==> src/rtl/hsv2rgb_pkg.sv <==
// Shared widths, constants and channel offsets for the HSV to RGB converter.
`default_nettype none

package hsv2rgb_pkg;

  localparam int unsigned HUE_W  = 16;
  localparam int unsigned PIX_W  = 8;
  localparam int unsigned NUM_CH = 3;

  typedef logic [HUE_W-1:0] hue_t;
  typedef logic [PIX_W-1:0] pix_t;

  // whole degrees per circle
  localparam int unsigned DEG_MOD = 360;

  // x mod 360 by reciprocal, x below 2^16
  localparam int unsigned R1_SH  = 25;
  localparam int unsigned R1_MW  = 17;
  localparam int unsigned R1_MUL = (2 ** R1_SH) / DEG_MOD;
  localparam int unsigned R0_W   = 10;
  localparam int unsigned RD_W   = 9;

  // final scale 255 * 60, applied after the fraction bits are shifted out
  localparam int unsigned DIV2   = 15300;
  localparam int unsigned YW     = 22;
  localparam int unsigned R2_SH  = 38;
  localparam int unsigned R2_MW  = 25;
  localparam longint unsigned R2_MUL = (64'd1 << R2_SH) / 64'd15300;

  // sector offset per channel: red, green, blue
  function automatic int unsigned ch_ofs(input int unsigned ch);
    int unsigned ofs;
    case (ch)
      0: ofs = 5;
      1: ofs = 3;
      2: ofs = 1;
      default: ofs = 0;
    endcase
    return ofs;
  endfunction

endpackage

`default_nettype wire

==> src/rtl/hsv_to_rgb_converter.sv <==
// HSV to RGB converter: eight-stage pipeline using the k-based formula.
//
//  channel | ports                                          | direction
//  --------+------------------------------------------------+----------
//  input   | in_valid, in_stall, in_hue_sixteenths,         | in
//          | in_saturation, in_brightness                   |
//  output  | out_valid, out_stall, out_red, out_green,      | out
//          | out_blue                                       |
//
// One transfer per clock while the output is not stalled.
// Stages: hue reciprocal multiply, remainder, hue wrap, per-channel f,
// s*f multiply, v*(den - s*f) multiply, reciprocal multiply, correction.
// rst_n (synchronous) clears the stage valid bits only.
// A stalled output that holds a valid result freezes the whole pipeline; in_stall follows it.
`default_nettype none

module hsv_to_rgb_converter #(
  parameter int unsigned HUE_FRAC_BITS = 4
) (
  input  wire                 clk,
  input  wire                 rst_n,
  input  wire                 in_valid,
  output logic                in_stall,
  input  hsv2rgb_pkg::hue_t   in_hue_sixteenths,
  input  hsv2rgb_pkg::pix_t   in_saturation,
  input  hsv2rgb_pkg::pix_t   in_brightness,
  output logic                out_valid,
  input  wire                 out_stall,
  output hsv2rgb_pkg::pix_t   out_red,
  output hsv2rgb_pkg::pix_t   out_green,
  output hsv2rgb_pkg::pix_t   out_blue
);

  import hsv2rgb_pkg::*;

  localparam int unsigned NSTG         = 8;
  localparam int unsigned SECTOR_UNITS = 60 << HUE_FRAC_BITS;
  localparam int unsigned CIRCLE_UNITS = 6 * SECTOR_UNITS;
  localparam int unsigned KW           = $clog2(2 * CIRCLE_UNITS);
  localparam int unsigned FW           = $clog2(SECTOR_UNITS + 1);
  localparam int unsigned DEN          = 255 * SECTOR_UNITS;
  localparam int unsigned SFW          = $clog2(DEN + 1);
  localparam int unsigned PW           = SFW + PIX_W;
  localparam int unsigned P1W          = HUE_W + R1_MW;
  localparam int unsigned P2W          = YW + R2_MW;
  localparam hue_t        FRAC_MASK    = HUE_W'((32'd1 << HUE_FRAC_BITS) - 32'd1);

  logic [NSTG-1:0] vld_r;
  logic            adv;

  logic [P1W-1:0]   p1_r;
  hue_t             hue1_r;
  logic [R0_W-1:0]  r0_r;
  hue_t             frac2_r;
  logic [KW-1:0]    hm_r;
  logic [FW-1:0]    f_r    [NUM_CH];
  logic [SFW-1:0]   sf_r   [NUM_CH];
  logic [PW-1:0]    p_r    [NUM_CH];
  logic [YW-1:0]    y7_r   [NUM_CH];
  logic [P2W-1:0]   prod_r [NUM_CH];
  pix_t             rgb_r  [NUM_CH];
  pix_t             sat1_r, sat2_r, sat3_r, sat4_r;
  pix_t             val1_r, val2_r, val3_r, val4_r, val5_r;

  hue_t             x_in, x2;
  logic [PIX_W-1:0] q1;
  logic [RD_W-1:0]  rd;
  logic [R0_W-1:0]  r0_nxt;
  logic [KW-1:0]    hm_nxt;
  logic [KW-1:0]    k0_c   [NUM_CH];
  logic [KW-1:0]    k_c    [NUM_CH];
  logic [KW-1:0]    oth_c  [NUM_CH];
  logic [KW-1:0]    m_c    [NUM_CH];
  logic [FW-1:0]    f_nxt  [NUM_CH];
  logic [YW-1:0]    y_c    [NUM_CH];
  pix_t             q2_c   [NUM_CH];
  logic [YW-1:0]    rem_c  [NUM_CH];
  pix_t             rgb_nxt[NUM_CH];

  // pipeline advances unless the output holds an untaken result
  assign adv       = !(vld_r[NSTG-1] && out_stall);
  assign in_stall  = !adv;
  assign out_valid = vld_r[NSTG-1];
  assign out_red   = rgb_r[0];
  assign out_green = rgb_r[1];
  assign out_blue  = rgb_r[2];

  always_comb begin
    x_in   = in_hue_sixteenths >> HUE_FRAC_BITS;
    x2     = hue1_r >> HUE_FRAC_BITS;
    q1     = p1_r[R1_SH +: PIX_W];
    r0_nxt = R0_W'(x2 - HUE_W'(q1) * HUE_W'(DEG_MOD));
    rd     = (r0_r >= R0_W'(DEG_MOD)) ? RD_W'(r0_r - R0_W'(DEG_MOD)) : RD_W'(r0_r);
    hm_nxt = (KW'(rd) << HUE_FRAC_BITS) | KW'(frac2_r);
    for (int i = 0; i < NUM_CH; i++) begin
      k0_c[i]  = hm_r + KW'(ch_ofs(i) * SECTOR_UNITS);
      k_c[i]   = (k0_c[i] >= KW'(CIRCLE_UNITS)) ? k0_c[i] - KW'(CIRCLE_UNITS) : k0_c[i];
      oth_c[i] = KW'(4 * SECTOR_UNITS) - k_c[i];
      m_c[i]   = (k_c[i] < oth_c[i]) ? k_c[i] : oth_c[i];
      if (k_c[i] >= KW'(4 * SECTOR_UNITS)) begin
        f_nxt[i] = '0;
      end else if (m_c[i] > KW'(SECTOR_UNITS)) begin
        f_nxt[i] = FW'(SECTOR_UNITS);
      end else begin
        f_nxt[i] = FW'(m_c[i]);
      end
      y_c[i]     = YW'(p_r[i] >> HUE_FRAC_BITS);
      q2_c[i]    = prod_r[i][R2_SH +: PIX_W];
      rem_c[i]   = y7_r[i] - YW'(q2_c[i]) * YW'(DIV2);
      rgb_nxt[i] = (rem_c[i] >= YW'(DIV2)) ? q2_c[i] + PIX_W'(1) : q2_c[i];
    end
  end

  always_ff @(posedge clk) begin
    if (!rst_n) begin
      vld_r <= '0;
    end else if (adv) begin
      vld_r <= {vld_r[NSTG-2:0], in_valid};
    end
  end

  always_ff @(posedge clk) begin
    if (adv) begin
      p1_r    <= P1W'(x_in) * P1W'(R1_MUL);
      hue1_r  <= in_hue_sixteenths;
      sat1_r  <= in_saturation;
      val1_r  <= in_brightness;
      r0_r    <= r0_nxt;
      frac2_r <= hue1_r & FRAC_MASK;
      sat2_r  <= sat1_r;
      val2_r  <= val1_r;
      hm_r    <= hm_nxt;
      sat3_r  <= sat2_r;
      val3_r  <= val2_r;
      sat4_r  <= sat3_r;
      val4_r  <= val3_r;
      val5_r  <= val4_r;
      for (int i = 0; i < NUM_CH; i++) begin
        f_r[i]    <= f_nxt[i];
        sf_r[i]   <= SFW'(sat4_r) * SFW'(f_r[i]);
        p_r[i]    <= PW'(val5_r) * PW'(SFW'(DEN) - sf_r[i]);
        y7_r[i]   <= y_c[i];
        prod_r[i] <= P2W'(y_c[i]) * P2W'(R2_MUL);
        rgb_r[i]  <= rgb_nxt[i];
      end
    end
  end

  a_hold_when_stalled: assert property (@(posedge clk) disable iff (!rst_n)
    in_stall |=> $stable(vld_r))
    else $error("stage valid bits moved during a stall");

  a_mod_range: assert property (@(posedge clk) disable iff (!rst_n)
    vld_r[1] |-> r0_r < R0_W'(2 * DEG_MOD))
    else $error("hue remainder estimate out of range");

  a_one_full_channel: assert property (@(posedge clk) disable iff (!rst_n)
    vld_r[3] |-> (f_r[0] == '0 || f_r[1] == '0 || f_r[2] == '0))
    else $error("no channel at full value");

  a_div_red: assert property (@(posedge clk) disable iff (!rst_n)
    vld_r[6] |-> rem_c[0] < YW'(2 * DIV2))
    else $error("red quotient estimate off by more than one");

  a_div_green: assert property (@(posedge clk) disable iff (!rst_n)
    vld_r[6] |-> rem_c[1] < YW'(2 * DIV2))
    else $error("green quotient estimate off by more than one");

  a_div_blue: assert property (@(posedge clk) disable iff (!rst_n)
    vld_r[6] |-> rem_c[2] < YW'(2 * DIV2))
    else $error("blue quotient estimate off by more than one");

endmodule

`default_nettype wire
==> config.mk <==
export PLATFORM = sky130hd
export DESIGN_NAME = hsv_to_rgb_converter
export DESIGN_NICKNAME = d
export VERILOG_FILES = /design/src/rtl/hsv2rgb_pkg.sv /design/src/rtl/hsv_to_rgb_converter.sv
export SDC_FILE = /design/constraint.sdc
export NUM_CORES = 2
export LEC_CHECK = 0
export BUFFER_PORTS_ARGS = -buffer_cell sky130_fd_sc_hd__buf_2
export CELL_PAD_IN_SITES_DETAIL_PLACEMENT = 1
export CELL_PAD_IN_SITES_GLOBAL_PLACEMENT = 1
export CORE_MARGIN = 3
export CORE_UTILIZATION = 55
export DETAILED_ROUTE_END_ITERATION = 16
export MAX_ROUTING_LAYER = met4
export PLACE_DENSITY = 0.92
export REMOVE_ABC_BUFFERS = 1
export SLEW_MARGIN = 15
export SYNTH_ARGS = -nofsm -noshare
export SYNTH_HDL_FRONTEND = slang
export SYNTH_SLANG_ARGS = --single-unit
==> constraint.sdc <==
create_clock -name clk -period 18.2 [get_ports clk]
set_input_delay 0.91 -clock clk [delete_from_list [all_inputs] [get_ports clk]]
set_output_delay 0.91 -clock clk [all_outputs]
set_load 0.03 [all_outputs]
==> impl_metrics.json <==
{
  "post-route-cell-area_sq_um": 71800,
  "avgSynthCellArea_sq_um": 9.89,
  "dpl.hpwl_microns": 162000,
  "cts_resized": 0,
  "outcome": "finished, final reports clean",
  "cp-start-kind": "flop",
  "cts_sinks": 383,
  "antenna_left": 0,
  "synth_edf_count": 375,
  "finalSetupViolations": 0,
  "area.growth.synth_to_final_pct": 5.60,
  "rows": 128,
  "drv_slew": 0,
  "vias": 54600,
  "wl_met1_microns": 81400,
  "r2r_end": "prod_r[0][41]",
  "cts-root-buf": "clkbuf_16",
  "synth.cell_area_sq_um": 68000,
  "dr.max_layer_used": "met4",
  "period_needed_ns": 8.67,
  "clk_latency_ns": 0.74,
  "clock_skew_ns": 0.0546,
  "cts-htree-levels": 2,
  "die_area_sq_um": 128000,
  "drtPass1Iterations": 6,
  "viasPerCell": 6.36,
  "ioPinCount": 62,
  "cp_max_fo": 9,
  "cts_setup_buffers": 0,
  "fin_nets": 9120,
  "cts_buffer_depth": 3,
  "wire_per_inst_microns": 28.0,
  "slew_headroom": 0.128,
  "antenna_found_initial": 4,
  "critical_path_class": "flop to flop",
  "hold_start": "in_hue_sixteenths[0]",
  "slowest_delay_ns": 1.11,
  "synth_warnings": 0,
  "die_y_microns": 358,
  "grt_usage": 0.393,
  "drtIter0Drc": 4669,
  "cts_tree": "done",
  "drt-total-wl_microns": 240000,
  "min_period_over_period": 0.477,
  "initial_utilization": 0.556,
  "cts_hold_buf": 0,
  "coreArea_sq_um": 122000,
  "cp-end-kind": "flop",
  "worst_hold_path_type": "input pin to flop",
  "ys_seq_elements": 383,
  "tightestPinTransition_ns": 1.28,
  "async_reset_ff_frac": 0,
  "clk_pin_slew_ns": 0.07,
  "seq_area_frac_synth": 0.168,
  "final-hold-violation-count": 0,
  "drv_cap": 0,
  "whs_endpoint": "hue1_r[0]",
  "drive_gt1_frac": 0.0329,
  "whs_path_depth": 1,
  "grt_setup_unrepaired": "false",
  "synth_cell_types": 98,
  "ff2ff_path_depth": 22,
  "finish.utilization": 0.588,
  "timing.fmax_mhz": 115,
  "placed_area_sq_um": 70100,
  "wl_met3_microns": 18400,
  "synthFlopType": "edfxtp_1",
  "r2r_start": "p_r[0][17]",
  "path_cells": "ha_1 -> ha_1 -> fa_1 -> inv_1 -> fa_1 -> inv_1 -> fa_1 -> inv_1 -> fa_1 -> inv_1 -> ha_1 -> ha_1 -> and3_1 -> nand4_1 -> o21ai_0 -> a21oi_1 -> a2111oi_0 -> o21ai_0 -> a21boi_0 -> o21ai_0 -> o21bai_1 -> xor2_1",
  "grt_max_degree": 79,
  "drc": 0,
  "arrival_ns": 9.10,
  "port_buffers": 61,
  "gp_congestion": 0.888,
  "synthCells": 6874,
  "die_w_microns": 358,
  "wl_met2_microns": 118000,
  "numCtsBuffers": 50,
  "grt_pass1_vias": 64100,
  "grt_pass1_wl_microns": 374000,
  "slowest_stage": "a2111oi_0",
  "fillers": 13400,
  "grt.overflow.total": 0,
  "tns_ns": 0,
  "cp.required_ns": 18.62,
  "r2r_slack_ns": 9.53
}
-- worst max-delay path by stage --
stage | end | startpoint
6_report | prod_r[0][41] | p_r[0][17]
5_1_grt | prod_r[0][41] | p_r[0][17]
4_1_cts | p_r[0][77] | sf_r[0][36]
3_5_place_dp | p_r[0][24] | sf_r[0][0]
3_3_place_gp | p_r[0][24] | sf_r[0][0]
2_1_floorplan | vld_r[7] | out_stall
-- through the flow --
stage | cells | setup slack, ns | hold WS [ns]
3_5_place_dp | 8482 | 10.18 | 0.406
3_3_place_gp | 8482 | 10.83 | 0.401
5_1_grt | 8579 | 9.45 | 0.352
2_1_floorplan | 6766 | 4.62 | 0.400
6_report | 8580 | 9.53 | 0.364
4_1_cts | 8574 | 9.69 | 0.353
-- critical path, delay by kind of cell, from the launching register on --
family | cells | cell delay, ns
AO/OA/AOI/OAI | 7 | 3.05
XOR/XNOR | 1 | 0.10
adder cells (fa/ha/maj) | 8 | 3.60
buffers and inverters | 4 | 0.45
flip-flops | 1 | 0.85
AND/OR/NAND/NOR | 2 | 0.34
-- final cells by class --
cell class                 instances  area [sq um]  area share
antenna                            5          12.5    0.000174
inverter                        1604          6020      0.0838
tap                             1625          2030      0.0283
timing repair buffer              92           536     0.00746
sequential                       383         11400       0.159
multi-input combinational       4779         50100       0.698
clock buffer                      63          1350      0.0188
clock inverter                    29           310     0.00432
-- cells by family (layout without fill, tap and decap cells) --
family / after synthesis / after routing / share of synthesized area
XOR/XNOR: 312 / 312 / 0.0410
AO/OA/AOI/OAI: 714 / 714 / 0.0707
flip-flops: 383 / 383 / 0.168
multiplexers: 34 / 34 / 0.00526
adder cells (fa/ha/maj): 2174 / 2174 / 0.504
buffers and inverters: 1712 / 1788 / 0.0951
AND/OR/NAND/NOR: 1545 / 1545 / 0.116
other: 0 / 5 / 0
-- cell usage in the layout, fill, tap and decap left out, types with 12 or more instances in the layout --
cell	synthesis	layout
o31ai_1	14	14
o21ai_0	153	153
and3_1	28	28
a31oi_1	18	18
mux2i_1	27	27
buf_2	11	62
nand3_1	60	60
nor2_1	222	222
o21a_1	36	36
clkbuf_16	0	51
or4_1	12	12
clkinv_1	2	12
or2_2	26	26
and2_1	393	393
buf_4	2	30
inv_1	1601	1601
nor2b_1	57	57
xnor2_1	208	208
nand4_1	35	35
a21o_1	60	60
nand2_1	471	470
xor2_1	99	99
or3_1	27	27
nand3b_1	15	15
nor4_1	22	22
nand2b_1	40	40
a21boi_0	34	34
a21oi_1	170	170
edfxtp_1	375	375
fa_1	945	945
a211oi_1	23	23
a211o_1	16	16
o211ai_1	17	17
a2111oi_0	18	16
o2111ai_1	12	12
nor3_1	100	100
ha_1	1229	1229
-- routing by layer --
layer / GRT usage / vias to the layer above
met3: 0.0963 / 1737
met5: - / -
met4: 0.293 / 0
li1: - / 22300
met2: 0.656 / 3384
met1: 0.399 / 27200
-- state kept, by name, indices dropped and copies added (netlist names), 10 cells and up --
name / count
y7_r: 60
f_r: 30
sf_r: 54
hue1_r: 14
prod_r: 24
rgb_r: 24
hm_r: 13
p_r: 66
r0_r: 10
-- cell usage after synthesis, types with 11 or more instances --
library cell | number | area share
inv_1 | 1601 | 0.088
ha_1 | 1229 | 0.23
fa_1 | 945 | 0.28
nand2_1 | 471 | 0.026
and2_1 | 393 | 0.036
edfxtp_1 | 375 | 0.17
nor2_1 | 222 | 0.012
xnor2_1 | 208 | 0.027
a21oi_1 | 170 | 0.013
o21ai_0 | 153 | 0.011
nor3_1 | 100 | 0.0074
xor2_1 | 99 | 0.013
clkbuf_1 | 90 | 0.0050
a21o_1 | 60 | 0.0066
nand3_1 | 60 | 0.0044
nor2b_1 | 57 | 0.0052
nand2b_1 | 40 | 0.0037
o21a_1 | 36 | 0.0040
nand4_1 | 35 | 0.0032
a21boi_0 | 34 | 0.0038
and3_1 | 28 | 0.0026
mux2i_1 | 27 | 0.0040
or3_1 | 27 | 0.0025
or2_2 | 26 | 0.0024
a211oi_1 | 23 | 0.0025
nor4_1 | 22 | 0.0020
a2111oi_0 | 18 | 0.0023
a31oi_1 | 18 | 0.0017
o211ai_1 | 17 | 0.0019
a211o_1 | 16 | 0.0021
nand3b_1 | 15 | 0.0017
o31ai_1 | 14 | 0.0015
o2111ai_1 | 12 | 0.0015
or4_1 | 12 | 0.0013
buf_2 | 11 | 0.00081
Power is not shown: default switching activity piles up to over one toggle a cycle in this logic, so the estimate is an artifact.
